### config.mk
export PLATFORM = sky130hd
export DESIGN_NAME = stream_side_classifier
export DESIGN_NICKNAME = d
export VERILOG_FILES = /design/src/rtl/core/ssc_pkg.sv /design/src/rtl/core/stream_side_classifier.sv
export VERILOG_INCLUDE_DIRS = /design/src /design/src/rtl/core
export SDC_FILE = /design/constraint.sdc
export NUM_CORES = 1
export LEC_CHECK = 0
export BUFFER_PORTS_ARGS = -buffer_cell sky130_fd_sc_hd__buf_4
export CORE_MARGIN = 3
export CORE_UTILIZATION = 40
export DETAILED_ROUTE_END_ITERATION = 10
export SLEW_MARGIN = 20
export SYNTH_ARGS = -nofsm -noshare
export SYNTH_HDL_FRONTEND = slang
export SYNTH_SLANG_ARGS = --single-unit
### constraint.sdc
create_clock -name clk -period 5.1 [get_ports clk]
set_input_delay 0.765 -clock clk [delete_from_list [all_inputs] [get_ports clk]]
set_output_delay 0.765 -clock clk [all_outputs]
set_load 0.02 [all_outputs]
### src/rtl/core/stream_side_classifier_assert.svh
// assertion macros for the stream side classifier
`ifndef STREAM_SIDE_CLASSIFIER_ASSERT_SVH
`define STREAM_SIDE_CLASSIFIER_ASSERT_SVH

// same-cycle implication, sampled on clk, off while rst_n is low
`define SSC_ASSERT_IMP(lbl, ant, cons) \
  lbl: assert property (@(posedge clk) disable iff (!rst_n) (ant) |-> (cons)) \
    else $error("stream side classifier check failed");

// next-cycle implication, sampled on clk, off while rst_n is low
`define SSC_ASSERT_NEXT(lbl, ant, cons) \
  lbl: assert property (@(posedge clk) disable iff (!rst_n) (ant) |=> (cons)) \
    else $error("stream side classifier check failed");

`endif

### src/rtl/core/ssc_pkg.sv
// shared types, constants and direction math for the stream side classifier
package ssc_pkg;

  localparam int unsigned NUM_NBR = 8;
  localparam int unsigned DIR_W   = 3;
  localparam int unsigned DIRS_W  = NUM_NBR * DIR_W;

  typedef logic [DIR_W-1:0]   dir_t;
  typedef logic [NUM_NBR-1:0] lane_mask_t;
  typedef logic signed [2:0]  cross_t;

  // half turn on the d8 compass
  localparam dir_t DIR_HALF_TURN = dir_t'(4);

  // x component of the unit step for a d8 code, north is +y
  function automatic cross_t step_x(input dir_t d);
    cross_t r;
    case (d)
      3'd0: r = 3'sd0;
      3'd1: r = 3'sd1;
      3'd2: r = 3'sd1;
      3'd3: r = 3'sd1;
      3'd4: r = 3'sd0;
      3'd5: r = -3'sd1;
      3'd6: r = -3'sd1;
      3'd7: r = -3'sd1;
      default: r = 3'sd0;
    endcase
    return r;
  endfunction

  // y component of the unit step for a d8 code
  function automatic cross_t step_y(input dir_t d);
    cross_t r;
    case (d)
      3'd0: r = 3'sd1;
      3'd1: r = 3'sd1;
      3'd2: r = 3'sd0;
      3'd3: r = -3'sd1;
      3'd4: r = -3'sd1;
      3'd5: r = -3'sd1;
      3'd6: r = 3'sd0;
      3'd7: r = 3'sd1;
      default: r = 3'sd0;
    endcase
    return r;
  endfunction

  // z of the cross product of two unit steps, range -2..2
  function automatic cross_t cross_z(input dir_t a, input dir_t b);
    cross_t p1;
    cross_t p2;
    p1 = step_x(a) * step_y(b);
    p2 = step_y(a) * step_x(b);
    return p1 - p2;
  endfunction

endpackage

### src/rtl/core/stream_side_classifier.sv
// stream side classifier: three-stage pipeline from neighborhood to bank side
//
// Input channel (in_valid / in_ready) carries one request per stream cell hit
// by a flow line: flow direction, the stream cell's direction, and the valid
// mask and d8 codes of its eight neighbors. Output channel (out_valid /
// out_ready) returns one result per request: side_left, side_right, both set
// when the side is undetermined (opposite flow, channel head, junction).
// Each request passes through the input register, the lane stage that
// finds tributaries and their sides, and the reduction into the output
// register. Throughput is one request per cycle while out_ready is high;
// every stage holds its own valid bit and moves whenever the stage after
// it is empty or moving.
// When out_ready is low the output holds and the stages behind it fill; a
// request keeps being taken until all three stages are full, then in_ready
// drops. Nothing is lost or repeated across a stall.
// Reset (rst_n low, synchronous) clears all valid bits; the pipeline is
// empty and ready in the first cycle after reset.
`include "stream_side_classifier_assert.svh"

module stream_side_classifier
  import ssc_pkg::*;
(
  input  logic               clk,
  input  logic               rst_n,
  input  logic               in_valid,
  output logic               in_ready,
  input  logic [DIR_W-1:0]   in_flow_dir,
  input  logic [DIR_W-1:0]   in_stream_dir,
  input  logic [NUM_NBR-1:0] in_neighbor_valid,
  input  logic [DIRS_W-1:0]  in_neighbor_dirs,
  output logic               out_valid,
  input  logic               out_ready,
  output logic               out_side_left,
  output logic               out_side_right
);

  // stage enables, back to front
  logic en1;
  logic en2;
  logic en3;

  // stage 1: captured request
  logic                s1_v_r;
  dir_t                s1_fl_r;
  dir_t                s1_st_r;
  lane_mask_t          s1_nv_r;
  logic [DIRS_W-1:0]   s1_nd_r;

  // stage 2: per-lane tributary and side
  logic       s2_v_r;
  logic       s2_opp_r;
  lane_mask_t s2_trib_r;
  lane_mask_t s2_right_r;
  logic       s2_opp_nxt;
  lane_mask_t s2_trib_nxt;
  lane_mask_t s2_right_nxt;

  // stage 3: result register
  logic out_v_r;
  logic left_r;
  logic right_r;
  logic left_nxt;
  logic right_nxt;

  assign en3      = !out_v_r || out_ready;
  assign en2      = !s2_v_r || en3;
  assign en1      = !s1_v_r || en2;
  assign in_ready = en1;

  // stage 1 valid
  always_ff @(posedge clk) begin
    if (!rst_n) begin
      s1_v_r <= 1'b0;
    end else if (en1) begin
      s1_v_r <= in_valid;
    end
  end

  // stage 1 payload
  always_ff @(posedge clk) begin
    if (en1 && in_valid) begin
      s1_fl_r <= in_flow_dir;
      s1_st_r <= in_stream_dir;
      s1_nv_r <= in_neighbor_valid;
      s1_nd_r <= in_neighbor_dirs;
    end
  end

  // lane logic: a neighbor is a tributary when it points back at the cell
  always_comb begin
    cross_t za;
    cross_t zb;
    cross_t zc;
    dir_t   back_dir;
    logic   sign_clash;
    s2_opp_nxt   = (s1_fl_r == dir_t'(s1_st_r + DIR_HALF_TURN));
    za           = cross_z(s1_fl_r, s1_st_r);
    s2_trib_nxt  = '0;
    s2_right_nxt = '0;
    for (int i = 0; i < NUM_NBR; i++) begin
      back_dir        = dir_t'(i) + DIR_HALF_TURN;
      s2_trib_nxt[i]  = s1_nv_r[i] && (s1_nd_r[i*DIR_W +: DIR_W] == back_dir);
      zb              = cross_z(s1_fl_r, back_dir);
      zc              = cross_z(s1_st_r, back_dir);
      sign_clash      = ((za < 0) && (zb > 0)) || ((za > 0) && (zb < 0));
      if (!sign_clash && (zb != 0)) begin
        s2_right_nxt[i] = (zb < 0);
      end else begin
        s2_right_nxt[i] = (zc < 0);
      end
    end
  end

  // stage 2 valid
  always_ff @(posedge clk) begin
    if (!rst_n) begin
      s2_v_r <= 1'b0;
    end else if (en2) begin
      s2_v_r <= s1_v_r;
    end
  end

  // stage 2 payload
  always_ff @(posedge clk) begin
    if (en2 && s1_v_r) begin
      s2_opp_r   <= s2_opp_nxt;
      s2_trib_r  <= s2_trib_nxt;
      s2_right_r <= s2_right_nxt & s2_trib_nxt;
    end
  end

  // reduction: all tributaries must agree, otherwise undetermined; opposite flow or no tributary is also undetermined
  always_comb begin
    logic all_right;
    logic none_right;
    all_right  = (s2_right_r == s2_trib_r);
    none_right = (s2_right_r == '0);
    if (s2_opp_r || (s2_trib_r == '0) || !(all_right || none_right)) begin
      left_nxt  = 1'b1;
      right_nxt = 1'b1;
    end else begin
      left_nxt  = none_right;
      right_nxt = all_right;
    end
  end

  // output valid
  always_ff @(posedge clk) begin
    if (!rst_n) begin
      out_v_r <= 1'b0;
    end else if (en3) begin
      out_v_r <= s2_v_r;
    end
  end

  // output payload
  always_ff @(posedge clk) begin
    if (en3 && s2_v_r) begin
      left_r  <= left_nxt;
      right_r <= right_nxt;
    end
  end

  assign out_valid      = out_v_r;
  assign out_side_left  = left_r;
  assign out_side_right = right_r;

  // checks
  `SSC_ASSERT_IMP(a_result_not_empty, out_v_r, left_r || right_r)
  `SSC_ASSERT_NEXT(a_opposite_undetermined, s2_v_r && en3 && s2_opp_r, left_r && right_r)
  `SSC_ASSERT_NEXT(a_head_undetermined, s2_v_r && en3 && (s2_trib_r == '0), left_r && right_r)
  `SSC_ASSERT_NEXT(a_s1_holds_on_stall, s1_v_r && !en2, s1_v_r && $stable(s1_fl_r))

endmodule
# Word-level counts from Yosys, hierarchy flattened
# Memory sizes are Yosys's and may differ from the RTL's. A register that Yosys moved wholly into a read port is not among the register bits.
# Index checks and enable logic that the tools add are counted.
# totals
mem_bits_ro	672
output_inout_bits	4
mem_count	28
register_bits	60
input_bits	42
wordCells	212
# classes
mul	2
muxes	36
reduce_logical	72
addsub	26
bitwise	1
eq_ne	9
n_lt_le_gt_ge	26
# memory_table
memory	words	width	read_ports	rd_ports_with_merged_regs	write_ports	line_no	source
(no name shown)	8	3	1	1	0	ssc_pkg.sv:18	case (d)
(no name shown)	8	3	1	1	0	ssc_pkg.sv:35	case (d)
(no name shown)	8	3	1	1	0	ssc_pkg.sv:35	
(no name shown)	8	3	1	1	0	ssc_pkg.sv:18	
(no name shown)	8	3	1	1	0	ssc_pkg.sv:18	
(no name shown)	8	3	1	1	0	ssc_pkg.sv:18	
22 more memories	--	--	--	--	--	--	
# ops
cell	n
$reduce_bool A32 Y1	8
$mux W3	28
$lt A3 B1 Y1 const B	17
$neg A3 Y3	12
$logic_and A1 B1 Y1	35
$gt A3 B1 Y1 const B	9
$sub A3 B3 Y3	9
$logic_not A8 Y1	2
$logic_or A1 B1 Y1	14
$eq A3 B3 Y1 const B	4
$logic_not A1 Y1	12
$sub A1 B3 Y3 const A	4
$and A8 B8 Y8	1
$eq A8 B8 Y1	1
$mux W1	8
$eq A3 B2 Y1 const B	2
$mul A3 B3 Y3	2
$add A3 B3 Y3 const B	1
$eq A3 B1 Y1 const B	1
$eq A3 B3 Y1	1
$logic_not A3 Y1	1

# Longest topological paths before layout
# depth
word_depth	9
mapped_depth	15
ltp_nobuf	14

# Worst setup path after synthesis
# Ideal clock, no wire load.
# synth_timing
kind	register -> register
start	register (tool-made name)
end	register s2_right_r[7] (data pin)
required_ns	4.846
arrival_ns	3.892
synth_period_minus_slack_ns	4.146
path_slack_ns	0.954
path_buffers	3
setup_time_ns	0.254
stages_incl_launch_ff	16
cell_sequence	dfxtp_1 -> clkbuf_1 -> clkbuf_1 -> inv_1 -> nor2_1 -> ha_1 -> inv_1 -> fa_1 -> fa_1 -> ha_1 -> xnor3_1 -> xor3_1 -> buf_2 -> a2111oi_0 -> nor3_1 -> o21a_1
# synth_rtl
item	line_no	source
end signal, assigned	stream_side_classifier.sv:128	s2_right_r <= s2_right_nxt & s2_trib_nxt;
end, declared	stream_side_classifier.sv:53	lane_mask_t s2_right_r;

==> key figures <==
Outcome
  • Run status: finished, final reports clean

Layout
  • Final Cell Area: 0.00413 mm²
  • # diodes: 0
  • Layout cells sized above 1: 22.2%
  • Final std cells w/o fill: 429
  • Fill cell count: 742
  • Area grow syn2layout: 19.0%
  • Final #Nets: 381

Routing
  • # DRC: 0
  • Avg WL per Cell: 15.8 µm
  • Post-Route WL: 6790 µm
  • Via/cell ratio: 5.38
  • Initial drt markers: 137
  • Drt pass-1 iters: 4
  • Via count: 2309
  • Antenna Nets Post-Route: 0

Critical path
  • CP arrival: 4410 ps
  • Crit Reg-Reg Endpoint: s2_right_r[7]$_DFFE_PP_
  • Crit-path max FO: 12
  • Startpoint types: register
  • Most frequent CP cell: ha_1
  • WP depth: 13
  • Critical path cell sequence: nand2_1 -> ha_1 -> inv_1 -> ha_1 -> inv_1 -> fa_1 -> fa_1 -> ha_1 -> xnor3_1 -> xor3_1 -> a2111oi_0 -> nor3_1 -> o21a_1
  • Crit path kind: reg2reg
  • CP top delay family: adder cells
  • Crit. End Element: register
  • Critical path required time: 5200 ps
  • Reg2Reg Depth: 13
  • CP max-delay cell: dfxtp_1
  • R2R setup slack: 790 ps
  • WP buf/inv: 2
  • CP peak stage delay: 530 ps

Clocking
  • Longest Clk Path Bufs: 2
  • Post-CTS Resized: 0
  • Htree depth: 3
  • Postcts setup bufs: 0
  • CTS buffer count: 9
  • Clock Pin Slew Worst Setup and Hold Paths: 80 ps
  • Root Driver: clkbuf_8
  • Worst skew pair latency: 340 ps
  • TritonCTS Sinks: 68
  • CTS hold repair buffers: 0
  • TritonCTS clock tree: built

GRT
  • GRT overflow: 0
  • First-pass GRT wire length: 11000 µm
  • Vias in the first global route: 2212
  • GRT Max-Usage Layer: met2
  • Antenna violations before repair: 0
  • Met1 Usage GRT: 19.7%
  • GR Util met3: 3.37%
  • Total global-route track usage: 14.4%
  • Met2 usage: 21.9%
  • Largest net degree at the start of global routing: 39

Yosys
  • Syn_nets: 334
  • Yosys reg bits: 68
  • Async set-or-reset flop fraction in the synthesized netlist: 0%
  • Seq/Total Area, Yosys: 55.7%
  • Synth top area share: 49.3%
  • EDFF count, synth: 57
  • Netlist Area Pre-Place: 0.00347 mm²
  • Distinct cells, synth: 45
  • Area leader, netlist: edfxtp_1
  • Top cells by area, synth: edfxtp_1, dfxtp_1, ha_1, a2111oi_0, fa_1
  • Mapped Cells: 272
  • Mean post-synth cell area: 12.8 µm²
  • Top FF cell, synth: edfxtp_1
  • Syn. warnings: 0

Timing
  • Worst rel slew slack: 32.3%
  • Final hold vios: 0
  • Max Freq: 0.232 GHz
  • Final slew viol count: 0
  • Clk_skew: 13.0 ps
  • Fin crit share: 84.5%
  • Hold Slack: 525 ps
  • Worst-Margin Slew: 1010 ps
  • RSZ-0062 raised after global routing: no
  • Setup violators final: 0
  • Crit path time final: 4310 ps
  • Sum of negative setup slack: 0 ps

Worst hold path
  • Hold Path Class: reg2reg
  • Hold path cells: 2
  • Hold Path Origin: s1_v_r$_SDFFE_PN0N_
  • Hold Path End: s2_v_r$_SDFFE_PN0P_

Power and ir drop
  • Clock share of power: 30.8%
  • PD cells: 385 mW/mm²
  • Psw: 0.491 mW
  • Logic pwr share: 27.0%
  • Static leakage: 1.59 nW
  • Seq pwr share: 42.2%
  • Switching part of the total power: 30.9%
  • Peak VDD IR: 0.190 mV
  • Int Power: 1.10 mW

Floorplanning
  • Die Ht: 99.1 µm
  • IO Pins: 46
  • Core box area: 0.00830 mm²
  • Die span in x: 99.1 µm
  • Starting Density: 41.8%
  • Die footprint: 0.00983 mm²
  • FP Rows: 33

Job
  • Max-Cap Viols: 0

Placement
  • Port-buffer cells: 45
  • GP Congestion: 0.834
  • DP Wirelength: 4920 µm
  • Post-DP Area: 0.00391 mm²
  • Placed insts: 413
[metrics by stage]
step                setup slack [ps]  power, mW  utilization, %
CTS                              808       1.60            49.7
floorplan                        954       1.01               -
global placement                 770       1.10            47.1
global route                     568       1.67            49.7
finish                           789       1.59            49.7
detailed placement               795       1.11            47.1
[logic make-up after synthesis]
kind of cell	after synthesis	synth area share, %
fa+ha+maj	20	8.29
compound gates	58	12.9
mux	6	1.95
simple gates	73	11.7
buf+inv	27	3.21
flops	68	55.7
xor+xnor	20	6.27
[worst max-delay path by stage]
| stage | start | to | slack (ps) |
|---|---|---|---|
| floorplan | register | s2_right_r[7]$_DFFE_PP_ | 950 |
| global placement | register | s2_right_r[0]$_DFFE_PP_ | 770 |
| detailed placement | register | s2_right_r[7]$_DFFE_PP_ | 800 |
| CTS | register | s2_right_r[0]$_DFFE_PP_ | 810 |
| global route | register | s2_right_r[7]$_DFFE_PP_ | 570 |
| finish | register | s2_right_r[7]$_DFFE_PP_ | 790 |
[final cells by class]
type | instances | area (µm²) | share of cell area, %
flip-flops and latches | 68 | 1930 | 46.8
well taps | 105 | 131 | 3.18
multi-input cells | 177 | 1430 | 34.6
repair buffers | 48 | 360 | 8.73
inverters | 15 | 56.3 | 1.36
clock inverters | 7 | 97.6 | 2.36
clock buffers | 9 | 124 | 3.00
[routing by layer]
layer  vias up  part of all wire [%]
li1       1148                     -
met1      1098                    47
met2        53                    47
met3        10                   3.9
met4         0                   1.9
met5         -                     0
[cell usage in the layout, fill, tap and decap left out, drive strengths merged, types with 5 or more instances in the layout]
cell,n
buf,48
nor2,15
a2111oi,22
o21ai,5
a21oi,12
clkbuf,9
nand2,9
inv,17
dfxtp,11
xor2,7
nor4,5
o21a,6
xnor2,10
nor3,17
edfxtp,57
ha,15
fa,5
nand3,5
[synth_stat cells (2+ instances only)]
cell type and instances:
a2111oi_0 13, a2111oi_1 7, a2111oi_2 2, a211o_1 3, a211oi_1 2, a21boi_0 2
a21oi_1 12, a31oi_1 2, and2_2 2, and4b_1 3, buf_2 2, clkbuf_1 9
dfxtp_1 11, edfxtp_1 57, fa_1 5, ha_1 15, inv_1 15, mux2_2 3
mux2i_1 2, nand2_1 9, nand3_1 5, nand3b_1 2, nor2_1 15, nor2b_1 4
nor3_1 17, nor3b_1 2, nor4_1 5, nor4b_1 3, nor4bb_1 2, o21a_1 6
o21ai_0 5, xnor2_1 10, xnor3_1 2, xor2_1 7
[power by group through the flow]
stage	registers [mW]	clock network, mW	logic [mW]
6_report	0.671	0.488	0.429
3_3_place_gp	0.683	0	0.419
4_1_cts	0.671	0.500	0.425
2_1_floorplan	0.675	0	0.340
5_1_grt	0.676	0.528	0.471
3_5_place_dp	0.684	0	0.423
[worst reg2reg max path: stages, from the launching register on]
cell       delay [ps]
dfxtp_1           530
nand2_1           140
ha_1              300
inv_1              40
ha_1              260
inv_1              50
fa_1              480
fa_1              490
ha_1              210
xnor3_1           410
xor3_1            430
a2111oi_0         390
nor3_1            150
o21a_1            210
No activity file was read; power rests on OpenSTA's default activity.
